`src/sector_request_splitter_chs_unit_assert.svh`:
```
// Assertion macros for the sector request splitter modules.
`ifndef SECTOR_REQUEST_SPLITTER_CHS_UNIT_ASSERT_SVH
`define SECTOR_REQUEST_SPLITTER_CHS_UNIT_ASSERT_SVH

// The consequent must hold in the same cycle as the antecedent.
`define SRSC_ASSERT_NOW(lbl, clk, rst_n, ante, cons) \
  lbl: assert property (@(posedge clk) disable iff (!rst_n) (ante) |-> (cons)) \
    else $error("splitter check failed");

// The consequent must hold in the cycle after the antecedent.
`define SRSC_ASSERT_NEXT(lbl, clk, rst_n, ante, cons) \
  lbl: assert property (@(posedge clk) disable iff (!rst_n) (ante) |=> (cons)) \
    else $error("splitter check failed");

`endif

```
`src/srsc_pkg.sv`:
```
`default_nettype none

package srsc_pkg;

  // Fixed geometry of a request.
  localparam int unsigned SECTOR_BYTES      = 512;
  localparam int unsigned MAX_REQUEST_BYTES = 16384;
  localparam int unsigned OFF_W             = $clog2(SECTOR_BYTES);
  localparam int unsigned POS_W             = 32;
  localparam int unsigned CNT_W             = 15;
  localparam int unsigned REL_W             = POS_W + 1 - OFF_W;
  localparam int unsigned SPT_W             = 6;
  localparam int unsigned HC_W              = 9;
  localparam int unsigned HC_MAX            = 256;
  localparam int unsigned CFG_IDX_W         = 3;

  // Configuration register indexes.
  localparam logic [CFG_IDX_W-1:0] REG_DRIVE_PRESENT     = 3'd0;
  localparam logic [CFG_IDX_W-1:0] REG_CHS_MODE          = 3'd1;
  localparam logic [CFG_IDX_W-1:0] REG_FIRST_SECTOR      = 3'd2;
  localparam logic [CFG_IDX_W-1:0] REG_SECTOR_COUNT      = 3'd3;
  localparam logic [CFG_IDX_W-1:0] REG_SECTORS_PER_TRACK = 3'd4;
  localparam logic [CFG_IDX_W-1:0] REG_HEAD_COUNT        = 3'd5;

  // Result status codes.
  typedef enum logic [1:0] {
    STATUS_OK     = 2'd0,
    STATUS_ABSENT = 2'd1,
    STATUS_BEYOND = 2'd2
  } status_e;

  // Controller states.
  typedef enum logic [2:0] {
    ST_IDLE,
    ST_SETUP,
    ST_SECT,
    ST_DIV1_GO,
    ST_DIV1_WAIT,
    ST_DIV2_GO,
    ST_DIV2_WAIT,
    ST_EMIT
  } state_e;

  // Configuration as seen by the datapath, divisors already made legal.
  typedef struct packed {
    logic             drive_present;
    logic             chs_mode;
    logic [POS_W-1:0] first_sector;
    logic [POS_W-1:0] sector_count;
    logic [SPT_W-1:0] spt;
    logic [HC_W-1:0]  hc;
  } cfg_t;

  // Commands from the controller to the datapath.
  typedef struct packed {
    logic load;
    logic setup;
    logic sect;
    logic div_start;
    logic div_sel;
    logic latch_sec;
    logic emit;
  } cmd_t;

  // Status from the datapath to the controller.
  typedef struct packed {
    logic single;
    logic chs;
    logic div_done;
    logic div_busy;
    logic last;
    logic out_free;
  } sts_t;

  // One result item.
  typedef struct packed {
    status_e          status;
    logic [POS_W-1:0] logical_sector;
    logic [15:0]      cyl_sector_word;
    logic [7:0]       head;
    logic [OFF_W-1:0] first_offset;
    logic [OFF_W-1:0] last_offset;
    logic             read_first;
    logic [CNT_W-1:0] bytes_so_far;
    logic [POS_W-1:0] new_position;
    logic             last;
  } result_t;

endpackage

`default_nettype wire

```
`src/srsc_div.sv`:
```
`default_nettype none

// Restoring divider, two quotient bits per cycle.
module srsc_div (
  input  wire logic                        clk_i,
  input  wire logic                        rst_ni,
  input  wire logic                        start_i,
  input  wire logic [srsc_pkg::POS_W-1:0]  dividend_i,
  input  wire logic [srsc_pkg::HC_W-1:0]   divisor_i,
  output logic                             busy_o,
  output logic                             done_o,
  output logic [srsc_pkg::POS_W-1:0]       quo_o,
  output logic [srsc_pkg::HC_W-1:0]        rem_o
);

  localparam int unsigned BITS_PER_STEP = 2;
  localparam int unsigned STEPS         = srsc_pkg::POS_W / BITS_PER_STEP;
  localparam int unsigned STEP_W        = $clog2(STEPS);

  logic [srsc_pkg::POS_W-1:0] quo_q, quo_d;
  logic [srsc_pkg::HC_W-1:0]  rem_q, rem_d;
  logic [srsc_pkg::HC_W-1:0]  den_q;
  logic [STEP_W-1:0]          step_q;
  logic                       busy_q, done_q;

  // Two shift-and-subtract steps on the partial remainder.
  always_comb begin
    logic [srsc_pkg::HC_W:0] trial;
    quo_d = quo_q;
    rem_d = rem_q;
    for (int i = 0; i < BITS_PER_STEP; i++) begin
      trial = {rem_d, quo_d[srsc_pkg::POS_W-1]};
      if (trial >= {1'b0, den_q}) begin
        trial = trial - {1'b0, den_q};
        quo_d = {quo_d[srsc_pkg::POS_W-2:0], 1'b1};
      end else begin
        quo_d = {quo_d[srsc_pkg::POS_W-2:0], 1'b0};
      end
      rem_d = trial[srsc_pkg::HC_W-1:0];
    end
  end

  // Control of the iteration.
  always_ff @(posedge clk_i or negedge rst_ni) begin
    if (!rst_ni) begin
      busy_q <= 1'b0;
      done_q <= 1'b0;
      step_q <= '0;
    end else begin
      done_q <= 1'b0;
      if (start_i) begin
        busy_q <= 1'b1;
        step_q <= '0;
      end else if (busy_q) begin
        step_q <= step_q + STEP_W'(1);
        if (step_q == STEP_W'(STEPS - 1)) begin
          busy_q <= 1'b0;
          done_q <= 1'b1;
        end
      end
    end
  end

  // Operand and result registers.
  always_ff @(posedge clk_i) begin
    if (start_i) begin
      quo_q <= dividend_i;
      rem_q <= '0;
      den_q <= divisor_i;
    end else if (busy_q) begin
      quo_q <= quo_d;
      rem_q <= rem_d;
    end
  end

  assign busy_o = busy_q;
  assign done_o = done_q;
  assign quo_o  = quo_q;
  assign rem_o  = rem_q;

endmodule

`default_nettype wire

```
`src/srsc_dp.sv`:
```
`default_nettype none

// Datapath: request registers, sector walk, CHS division and result register.
module srsc_dp (
  input  wire logic                            clk_i,
  input  wire logic                            rst_ni,
  input  wire srsc_pkg::cfg_t                  cfg_i,
  input  wire srsc_pkg::cmd_t                  cmd_i,
  output srsc_pkg::sts_t                       sts_o,
  input  wire logic [srsc_pkg::POS_W-1:0]      in_pos_i,
  input  wire logic [srsc_pkg::CNT_W-1:0]      in_count_i,
  input  wire logic                            in_write_i,
  input  wire logic                            out_ready_i,
  output logic                                 out_valid_o,
  output srsc_pkg::result_t                    out_o
);

  localparam int unsigned POS_W = srsc_pkg::POS_W;
  localparam int unsigned CNT_W = srsc_pkg::CNT_W;
  localparam int unsigned OFF_W = srsc_pkg::OFF_W;
  localparam int unsigned REL_W = srsc_pkg::REL_W;
  localparam int unsigned HC_W  = srsc_pkg::HC_W;
  localparam int unsigned SPT_W = srsc_pkg::SPT_W;

  // Request registers.
  logic [POS_W-1:0]  pos_q;
  logic [CNT_W-1:0]  n_q;
  logic              wr_q;
  srsc_pkg::status_e status_q;
  logic              single_q;
  logic [REL_W-1:0]  rel_q, rel1_q, rel2_q;
  logic [OFF_W-1:0]  off1_q, off2_q;
  logic [CNT_W-1:0]  cnt_q;
  logic [POS_W-1:0]  sec_abs_q;
  logic [SPT_W-1:0]  track_sec_q;

  // Result register.
  srsc_pkg::result_t out_q, out_d;
  logic              out_valid_q;

  // Divider connections.
  logic [POS_W-1:0] div_quo;
  logic [HC_W-1:0]  div_rem;
  logic [POS_W-1:0] div_num;
  logic [HC_W-1:0]  div_den;
  logic             div_busy, div_done;

  // Setup terms.
  logic [POS_W:0]   pos2;
  logic [REL_W-1:0] rel2_raw;
  logic             clip, beyond;

  // Per-sector terms.
  logic             at_first, at_last;
  logic [OFF_W-1:0] a_off, b_off;
  logic [OFF_W:0]   nb;
  logic [CNT_W-1:0] cnt_d;

  assign div_num = cmd_i.div_sel ? div_quo : sec_abs_q;
  assign div_den = cmd_i.div_sel ? cfg_i.hc : HC_W'(cfg_i.spt);

  srsc_div u_div (
    .clk_i      (clk_i),
    .rst_ni     (rst_ni),
    .start_i    (cmd_i.div_start),
    .dividend_i (div_num),
    .divisor_i  (div_den),
    .busy_o     (div_busy),
    .done_o     (div_done),
    .quo_o      (div_quo),
    .rem_o      (div_rem)
  );

  // Range of the request in relative sectors, clipped at the partition end.
  assign pos2     = {1'b0, pos_q} + (POS_W + 1)'(n_q) - (POS_W + 1)'(1);
  assign rel2_raw = pos2[POS_W:OFF_W];
  assign clip     = {{(POS_W - REL_W){1'b0}}, rel2_raw} >= cfg_i.sector_count;
  assign beyond   = {{OFF_W{1'b0}}, pos_q[POS_W-1:OFF_W]} >= cfg_i.sector_count;

  // Bytes of the current sector.
  assign at_first = rel_q == rel1_q;
  assign at_last  = rel_q == rel2_q;
  assign a_off    = at_first ? off1_q : '0;
  assign b_off    = at_last ? off2_q : OFF_W'(srsc_pkg::SECTOR_BYTES - 1);
  assign nb       = {1'b0, b_off} - {1'b0, a_off} + (OFF_W + 1)'(1);
  assign cnt_d    = cnt_q + CNT_W'(nb);

  // Request capture and setup.
  always_ff @(posedge clk_i) begin
    if (cmd_i.load) begin
      pos_q <= in_pos_i;
      n_q   <= (in_count_i > CNT_W'(srsc_pkg::MAX_REQUEST_BYTES))
             ? CNT_W'(srsc_pkg::MAX_REQUEST_BYTES) : in_count_i;
      wr_q  <= in_write_i;
    end
    if (cmd_i.setup) begin
      rel_q  <= REL_W'(pos_q[POS_W-1:OFF_W]);
      rel1_q <= REL_W'(pos_q[POS_W-1:OFF_W]);
      off1_q <= pos_q[OFF_W-1:0];
      cnt_q  <= '0;
      if (clip) begin
        rel2_q <= REL_W'(cfg_i.sector_count - POS_W'(1));
        off2_q <= OFF_W'(srsc_pkg::SECTOR_BYTES - 1);
      end else begin
        rel2_q <= rel2_raw;
        off2_q <= pos2[OFF_W-1:0];
      end
      if (!cfg_i.drive_present) begin
        status_q <= srsc_pkg::STATUS_ABSENT;
      end else if (beyond) begin
        status_q <= srsc_pkg::STATUS_BEYOND;
      end else begin
        status_q <= srsc_pkg::STATUS_OK;
      end
    end
    if (cmd_i.sect) begin
      sec_abs_q <= cfg_i.first_sector + POS_W'(rel_q);
    end
    if (cmd_i.latch_sec) begin
      track_sec_q <= div_rem[SPT_W-1:0] + SPT_W'(1);
    end
    if (cmd_i.emit) begin
      rel_q <= rel_q + REL_W'(1);
      cnt_q <= cnt_d;
    end
  end

  // Single-result flag is control state.
  always_ff @(posedge clk_i or negedge rst_ni) begin
    if (!rst_ni) begin
      single_q <= 1'b0;
    end else if (cmd_i.setup) begin
      single_q <= !cfg_i.drive_present || beyond || (n_q == '0);
    end
  end

  // Next result.
  always_comb begin
    out_d              = '0;
    out_d.status       = status_q;
    out_d.new_position = pos_q;
    out_d.last         = 1'b1;
    if (!single_q) begin
      out_d.logical_sector = sec_abs_q;
      if (cfg_i.chs_mode) begin
        out_d.cyl_sector_word = {div_quo[7:0], div_quo[9:8], track_sec_q};
        out_d.head            = div_rem[7:0];
      end
      out_d.first_offset = a_off;
      out_d.last_offset  = b_off;
      out_d.read_first   = wr_q && (nb < (OFF_W + 1)'(srsc_pkg::SECTOR_BYTES));
      out_d.bytes_so_far = cnt_d;
      out_d.new_position = pos_q + POS_W'(cnt_d);
      out_d.last         = at_last;
    end
  end

  // Output register, freed as soon as its item is taken.
  always_ff @(posedge clk_i or negedge rst_ni) begin
    if (!rst_ni) begin
      out_valid_q <= 1'b0;
    end else if (cmd_i.emit) begin
      out_valid_q <= 1'b1;
    end else if (out_ready_i) begin
      out_valid_q <= 1'b0;
    end
  end

  always_ff @(posedge clk_i) begin
    if (cmd_i.emit) begin
      out_q <= out_d;
    end
  end

  assign out_valid_o = out_valid_q;
  assign out_o       = out_q;

  assign sts_o.single   = single_q;
  assign sts_o.chs      = cfg_i.chs_mode;
  assign sts_o.div_done = div_done;
  assign sts_o.div_busy = div_busy;
  assign sts_o.last     = single_q || at_last;
  assign sts_o.out_free = !out_valid_q || out_ready_i;

endmodule

`default_nettype wire

```
`src/srsc_ctrl.sv`:
```
`default_nettype none

`include "sector_request_splitter_chs_unit_assert.svh"

// Controller: walks one request through setup, division and result hand-off.
module srsc_ctrl (
  input  wire logic           clk_i,
  input  wire logic           rst_ni,
  input  wire logic           in_valid_i,
  output logic                in_ready_o,
  output srsc_pkg::cmd_t      cmd_o,
  input  wire srsc_pkg::sts_t sts_i
);

  srsc_pkg::state_e state_q, state_d;

  // State register.
  always_ff @(posedge clk_i or negedge rst_ni) begin
    if (!rst_ni) begin
      state_q <= srsc_pkg::ST_IDLE;
    end else begin
      state_q <= state_d;
    end
  end

  // Next state and commands.
  always_comb begin
    state_d    = state_q;
    cmd_o      = '0;
    in_ready_o = 1'b0;
    case (state_q)
      srsc_pkg::ST_IDLE: begin
        in_ready_o = 1'b1;
        if (in_valid_i) begin
          cmd_o.load = 1'b1;
          state_d    = srsc_pkg::ST_SETUP;
        end
      end
      srsc_pkg::ST_SETUP: begin
        cmd_o.setup = 1'b1;
        state_d     = srsc_pkg::ST_SECT;
      end
      srsc_pkg::ST_SECT: begin
        if (sts_i.single) begin
          state_d = srsc_pkg::ST_EMIT;
        end else begin
          cmd_o.sect = 1'b1;
          state_d    = sts_i.chs ? srsc_pkg::ST_DIV1_GO : srsc_pkg::ST_EMIT;
        end
      end
      srsc_pkg::ST_DIV1_GO: begin
        cmd_o.div_start = 1'b1;
        state_d         = srsc_pkg::ST_DIV1_WAIT;
      end
      srsc_pkg::ST_DIV1_WAIT: begin
        if (sts_i.div_done) begin
          cmd_o.latch_sec = 1'b1;
          state_d         = srsc_pkg::ST_DIV2_GO;
        end
      end
      srsc_pkg::ST_DIV2_GO: begin
        cmd_o.div_start = 1'b1;
        cmd_o.div_sel   = 1'b1;
        state_d         = srsc_pkg::ST_DIV2_WAIT;
      end
      srsc_pkg::ST_DIV2_WAIT: begin
        cmd_o.div_sel = 1'b1;
        if (sts_i.div_done) begin
          state_d = srsc_pkg::ST_EMIT;
        end
      end
      srsc_pkg::ST_EMIT: begin
        cmd_o.div_sel = 1'b1;
        if (sts_i.out_free) begin
          cmd_o.emit = 1'b1;
          state_d    = sts_i.last ? srsc_pkg::ST_IDLE : srsc_pkg::ST_SECT;
        end
      end
      default: begin
        state_d = srsc_pkg::ST_IDLE;
      end
    endcase
  end

  // A result is only loaded when the output register can take it.
  `SRSC_ASSERT_NOW(a_emit_free, clk_i, rst_ni, cmd_o.emit, sts_i.out_free)
  // The divider is never restarted while it is still iterating.
  `SRSC_ASSERT_NOW(a_div_idle, clk_i, rst_ni, cmd_o.div_start, !sts_i.div_busy)
  // The final result of a request returns the controller to idle.
  `SRSC_ASSERT_NEXT(a_last_idle, clk_i, rst_ni, cmd_o.emit && sts_i.last,
                    state_q == srsc_pkg::ST_IDLE)
  // A division finishing outside a wait state would be lost.
  `SRSC_ASSERT_NOW(a_done_wait, clk_i, rst_ni, sts_i.div_done,
                   state_q == srsc_pkg::ST_DIV1_WAIT || state_q == srsc_pkg::ST_DIV2_WAIT)

endmodule

`default_nettype wire

```
`src/sector_request_splitter_chs_unit.sv`:
```
// Splits a byte-range request on one partition into one command per 512-byte
// sector touched (up to 33 for the largest request of 16384 bytes), clipped at
// the partition end; an absent drive, a start past the end or a zero length
// give a single result. A request passes the accepting state and a setup state
// before its first sector; each sector then waits for a free output, and in CHS
// mode also for the shared divider, which retires two quotient bits a cycle and
// runs twice per sector (by sectors per track, then by heads). A new request is
// taken once the last command of the previous one sits in the output register.
`default_nettype none

module sector_request_splitter_chs_unit (
  input  wire logic                           clk_i,
  input  wire logic                           rst_ni,
  // Configuration writes.
  input  wire logic                           cfg_valid_i,
  output logic                                cfg_ready_o,
  input  wire logic [srsc_pkg::CFG_IDX_W-1:0] cfg_index_i,
  input  wire logic [31:0]                    cfg_data_i,
  // Requests.
  input  wire logic                           s_axis_tvalid,
  output logic                                s_axis_tready,
  // start_position[31:0], byte_count[46:32], zero [47].
  input  wire logic [47:0]                    s_axis_tdata,
  // is_write[0].
  input  wire logic                           s_axis_tuser,
  // Sector commands.
  output logic                                m_axis_tvalid,
  input  wire logic                           m_axis_tready,
  // logical_sector[31:0], cyl_sector_word[47:32], head[55:48],
  // first_offset[64:56], last_offset[73:65], read_first[74],
  // bytes_so_far[89:75], new_position[121:90], zero [127:122].
  output logic [127:0]                        m_axis_tdata,
  // status[1:0].
  output logic [1:0]                          m_axis_tuser,
  output logic                                m_axis_tlast
);

  logic                            drive_present_q;
  logic                            chs_mode_q;
  logic [srsc_pkg::POS_W-1:0]      first_sector_q;
  logic [srsc_pkg::POS_W-1:0]      sector_count_q;
  logic [srsc_pkg::SPT_W-1:0]      spt_q;
  logic [srsc_pkg::HC_W-1:0]       hc_q;
  srsc_pkg::cfg_t                  cfg;
  srsc_pkg::cmd_t                  cmd;
  srsc_pkg::sts_t                  sts;
  srsc_pkg::result_t               res;

  // Configuration registers.
  always_ff @(posedge clk_i or negedge rst_ni) begin
    if (!rst_ni) begin
      drive_present_q <= 1'b0;
      chs_mode_q      <= 1'b1;
      first_sector_q  <= '0;
      sector_count_q  <= 32'd2880;
      spt_q           <= 6'd18;
      hc_q            <= 9'd2;
    end else if (cfg_valid_i) begin
      case (cfg_index_i)
        srsc_pkg::REG_DRIVE_PRESENT:     drive_present_q <= cfg_data_i[0];
        srsc_pkg::REG_CHS_MODE:          chs_mode_q      <= cfg_data_i[0];
        srsc_pkg::REG_FIRST_SECTOR:      first_sector_q  <= cfg_data_i;
        srsc_pkg::REG_SECTOR_COUNT:      sector_count_q  <= cfg_data_i;
        srsc_pkg::REG_SECTORS_PER_TRACK: spt_q           <= cfg_data_i[srsc_pkg::SPT_W-1:0];
        srsc_pkg::REG_HEAD_COUNT:        hc_q            <= cfg_data_i[srsc_pkg::HC_W-1:0];
        default: begin
        end
      endcase
    end
  end

  assign cfg_ready_o = 1'b1;

  // Divisors of zero count as one; more than 256 heads count as 256.
  always_comb begin
    cfg.drive_present = drive_present_q;
    cfg.chs_mode      = chs_mode_q;
    cfg.first_sector  = first_sector_q;
    cfg.sector_count  = sector_count_q;
    cfg.spt           = (spt_q == '0) ? srsc_pkg::SPT_W'(1) : spt_q;
    if (hc_q == '0) begin
      cfg.hc = srsc_pkg::HC_W'(1);
    end else if (hc_q > srsc_pkg::HC_W'(srsc_pkg::HC_MAX)) begin
      cfg.hc = srsc_pkg::HC_W'(srsc_pkg::HC_MAX);
    end else begin
      cfg.hc = hc_q;
    end
  end

  srsc_ctrl u_ctrl (
    .clk_i      (clk_i),
    .rst_ni     (rst_ni),
    .in_valid_i (s_axis_tvalid),
    .in_ready_o (s_axis_tready),
    .cmd_o      (cmd),
    .sts_i      (sts)
  );

  srsc_dp u_dp (
    .clk_i       (clk_i),
    .rst_ni      (rst_ni),
    .cfg_i       (cfg),
    .cmd_i       (cmd),
    .sts_o       (sts),
    .in_pos_i    (s_axis_tdata[31:0]),
    .in_count_i  (s_axis_tdata[46:32]),
    .in_write_i  (s_axis_tuser),
    .out_ready_i (m_axis_tready),
    .out_valid_o (m_axis_tvalid),
    .out_o       (res)
  );

  // Result packing.
  assign m_axis_tdata = {6'd0, res.new_position, res.bytes_so_far, res.read_first,
                         res.last_offset, res.first_offset, res.head,
                         res.cyl_sector_word, res.logical_sector};
  assign m_axis_tuser = res.status;
  assign m_axis_tlast = res.last;

endmodule

`default_nettype wire

```
`config.mk`:
```
export PLATFORM = sky130hd
export DESIGN_NAME = sector_request_splitter_chs_unit
export DESIGN_NICKNAME = d
export VERILOG_FILES = /design/src/srsc_pkg.sv /design/src/srsc_div.sv /design/src/srsc_dp.sv /design/src/srsc_ctrl.sv /design/src/sector_request_splitter_chs_unit.sv
export VERILOG_INCLUDE_DIRS = /design/src /design/src/src
export SDC_FILE = /design/constraint.sdc
export NUM_CORES = 1
export LEC_CHECK = 0
export BUFFER_PORTS_ARGS = -buffer_cell sky130_fd_sc_hd__buf_2
export CAP_MARGIN = 10
export CORE_ASPECT_RATIO = 1.5
export CORE_MARGIN = 1.5
export CORE_UTILIZATION = 47
export CTS_CLUSTER_SIZE = 25
export DETAILED_ROUTE_END_ITERATION = 10
export PLACE_DENSITY_LB_ADDON = 0.15
export RECOVER_POWER = 50
export SLEW_MARGIN = 20
export SYNTH_ARGS = -nofsm -noshare
export SYNTH_HDL_FRONTEND = slang
export SYNTH_SLANG_ARGS = --single-unit
```
`constraint.sdc`:
```
create_clock -name clk_i -period 11.29 [get_ports clk_i]
set_clock_uncertainty 0.05 [all_clocks]
set_input_delay 0.5645 -clock clk_i [delete_from_list [all_inputs] [get_ports clk_i]]
set_output_delay 0.5645 -clock clk_i [all_outputs]
set_load 0.05 [all_outputs]
```
==> impl_metrics.ini <==
[routing]
drt-initial-drc-count = 1086
drc_errors = 0
first_pass_iters = 6
vias = 17900
wl_um = 62900
wire_per_inst_um = 19.2
viasPerCell = 5.48
ant_nets = 0

[critical_path]
reg2reg_slack_ns = 3.11
start_kind = flop
path_common_cell = ha_1
crit_required_ns = 11.57
r2r_start = u_dp.rel_q[0]
cp.arrival_ns = 8.46
slowest_delay_ns = 0.81
path_class = reg -> reg
reg2regPathDepth = 34
slowest_stage = a211oi_2
path_max_fanout = 9
cp-end-kind = flop
r2r_end = u_dp.out_o[32]

[grt]
grt_pass1_vias = 17900
track_usage_pct = 22.1
overflow = 0
grt_pass1_wl_um = 97900
grt_max_degree = 84
antenna_found_initial = 0

[clock_tree]
cts.clk_slew.worst_paths_ns = 0.07
ctsHoldBuffers = 1
post_cts_buffers = 0
clock-sinks = 459
clk_latency_ns = 0.60
cts_tree = done
cts_resized = 0
clock_path_buffers = 3
numCtsBuffers = 46
h-tree-depth = 2
cts_root_buf = clkbuf_16

[timing]
rsz0062_at_grt = false
final_hold_viol_count = 0
final_max_slew_viol_count = 415
setup_viol = 0
setup_tns_ns = 0
period_needed_ns = 8.18
holdWs_ns = 0.0857
clock.fmax_mhz = 122
final.period_utilization_pct = 72.5
tightest_slew_ns = 3.77
setup_ws_ns = 3.11
slew_headroom_pct = -151

[min_path]
min_to = u_dp.pos_q[14]
whs_path_depth = 1
hold_path.startpoint = s_axis_tdata[14]
hp-class = in -> reg

[finish]
diodes = 0
fill_cells = 4848
synthToLayoutAreaGrowth_pct = 12.4
nets = 2837
final_area_um2 = 29100
final_util_pct = 53.3
drive_gt1_share_pct = 11.9

[floorplan]
die-area_um2 = 56600
core_area_um2 = 54700
rows = 105
die-width_um = 195
die_h_um = 291
ios = 223
initial_utilization_pct = 47.4

[pwr]
p_leak_nw = 11.6
ir_drop_v = 0.000182
p_per_area_nw_per_um2 = 216

[logic_synthesis]
synth-async-reset-ratio_pct = 20.0
synthCells = 2338
synth_seq_cells = 459
synth_edf_count = 358
synth-seq-area-share_pct = 51.1
yosys_warnings = 0
synth_area_um2 = 25900
synth_ff_type = edfxtp_1
avgSynthCellArea_um2 = 11.1
ys_types = 78

[placement]
dpl.hpwl_um = 47800
gp_congestion = 0.918
portBuffers = 214
dpl_cell_area_um2 = 27700
dp_slack_ns = 3.24

[run_status]
violations = capacitance limit, slew limit
status = finished with violations

[job]
maxCapViolations = 8
-- cell families (layout without fill, tap and decap cells) --
| kind of cell | count (synthesis) | after routing | synth area share, % |
|---|---|---|---|
| AO/OA/AOI/OAI | 379 | 379 | 9.34 |
| XOR/XNOR | 197 | 197 | 6.66 |
| adder cells (fa/ha/maj) | 205 | 205 | 10.1 |
| buffers and inverters | 266 | 503 | 4.00 |
| flip-flops | 459 | 459 | 51.1 |
| multiplexers | 110 | 110 | 4.74 |
| other | 2 | 7 | 0.0290 |
| AND/OR/NAND/NOR | 720 | 720 | 14.0 |
-- layout by cell type (no fill, tap or decap), types with 8 or more instances in the layout --
cell,synthesis,final
inv_1,182,181
nor3b_1,9,9
a31oi_1,12,12
nor2b_1,76,76
nor2_1,131,130
and2_1,31,17
bufinv_16,0,8
buf_4,8,10
and2_0,0,13
xor2_1,85,85
dfstp_2,8,8
o21ai_0,106,105
and3_1,23,23
nor3_1,44,44
o211ai_1,13,13
nand3_1,48,48
o21bai_1,12,12
edfxtp_1,358,358
a21oi_1,92,91
nand2b_1,27,26
nand4_1,37,37
ha_1,198,198
xnor2_1,112,112
o31ai_1,10,10
mux2i_1,11,11
o21a_1,14,14
a21o_1,33,33
dfrtp_1,84,84
dfxtp_1,9,9
clkbuf_16,0,47
nand2_1,221,221
nor4_1,27,27
clkbuf_1,67,148
a211oi_1,22,22
mux2_2,98,98
clkinv_2,0,9
buf_2,6,82
or3_1,10,10
-- how the worst max path moves through the flow --
| stage | from | to | slack, ns | depth (start not counted) |
|---|---|---|---|---|
| global placement | u_dp.rel_q[0] | u_dp.out_o[32] | 3.37 | 34 |
| global route | u_dp.rel_q[0] | u_dp.out_o[26] | 2.57 | 34 |
| CTS | u_dp.rel_q[0] | u_dp.out_o[32] | 3.17 | 34 |
| detailed placement | u_dp.rel_q[0] | u_dp.out_o[32] | 3.24 | 34 |
| floorplan | u_dp.rel_q[16] | u_dp.out_o[29] | 4.33 | 35 |
| finish | u_dp.rel_q[0] | u_dp.out_o[32] | 3.11 | 34 |
-- cells in the mapped netlist, types with 5 or more instances --
library cell | n | area share (%)
a211oi_1 | 22 | 0.64
a21boi_0 | 5 | 0.14
a21o_1 | 33 | 0.96
a21oi_1 | 92 | 1.8
a31oi_1 | 12 | 0.29
and2_1 | 31 | 0.75
and3_1 | 23 | 0.56
and4_1 | 6 | 0.20
buf_2 | 6 | 0.12
buf_4 | 8 | 0.23
clkbuf_1 | 67 | 0.97
dfrtp_1 | 84 | 8.1
dfstp_2 | 8 | 0.81
dfxtp_1 | 9 | 0.70
edfxtp_1 | 358 | 41
fa_1 | 7 | 0.54
ha_1 | 198 | 9.6
inv_1 | 182 | 2.6
mux2_2 | 98 | 4.3
mux2i_1 | 11 | 0.42
nand2_1 | 221 | 3.2
nand2b_1 | 27 | 0.65
nand3_1 | 48 | 0.93
nand4_1 | 37 | 0.89
nor2_1 | 131 | 1.9
nor2b_1 | 76 | 1.8
nor3_1 | 44 | 0.85
nor3b_1 | 9 | 0.26
nor4_1 | 27 | 0.65
o211ai_1 | 13 | 0.38
o21a_1 | 14 | 0.41
o21ai_0 | 106 | 2.0
o21bai_1 | 12 | 0.35
o22ai_1 | 7 | 0.17
o31ai_1 | 10 | 0.29
or2_2 | 6 | 0.14
or3_1 | 10 | 0.24
xnor2_1 | 112 | 3.8
xor2_1 | 85 | 2.9
-- worst max-delay path, delay by kind of cell (launching register included) --
family / cells / cell delay (ns)
buffers and inverters: 4 / 0.41
flip-flops: 1 / 0.54
AO/OA/AOI/OAI: 10 / 2.46
XOR/XNOR: 4 / 0.84
adder cells (fa/ha/maj): 5 / 1.63
AND/OR/NAND/NOR: 11 / 1.97
-- through the flow --
step,total power (W),cells
after global placement,0.00466,3189
after detailed placement,0.00471,3189
after global routing,0.00667,3275
after floorplan,0.00415,2343
after CTS,0.00637,3275
final,0.00631,3275
-- final cells by class --
| type | instances | area (um2) | area share [%] |
|---|---|---|---|
| tap | 695 | 870 | 2.98 |
| timing repair buffer | 236 | 1030 | 3.54 |
| clock buffer | 52 | 1190 | 4.10 |
| multi-input combinational | 1618 | 11700 | 40.2 |
| sequential | 459 | 13200 | 45.5 |
| clock inverter | 33 | 402 | 1.38 |
| inverter | 182 | 688 | 2.36 |
-- state kept, by name (all words and copies together), names as in the netlist, 4 cells and up --
signal,cells
u_dp.cnt_q,15
u_dp.n_q,15
u_dp.out_o,125
sector_count_q,32
u_dp.u_div.quo_o,32
u_dp.rel2_q,24
spt_q,6
u_dp.rel_q,24
u_dp.off1_q,9
u_dp.track_sec_q,6
u_dp.pos_q,32
hc_q,9
u_dp.sec_abs_q,32
u_dp.rel1_q,23
u_dp.u_div.rem_o,9
u_dp.u_div.step_q,4
u_dp.u_div.den_q,9
u_dp.off2_q,9
first_sector_q,32
-- where the power goes --
group | internal (W) | switching (W)
sequential | 0.00227 | 0.000254
combinational | 0.000807 | 0.00135
clock | 0.000952 | 0.000682
-- layer usage --
layer,wire (um),vias up,global-route usage (%)
li1,-,8760,-
met4,2210,0,8.38
met5,0,-,0
met3,2200,119,2.41
met2,32100,443,40.1
met1,26400,8612,26.8
(Power assumes the default switching activity.)
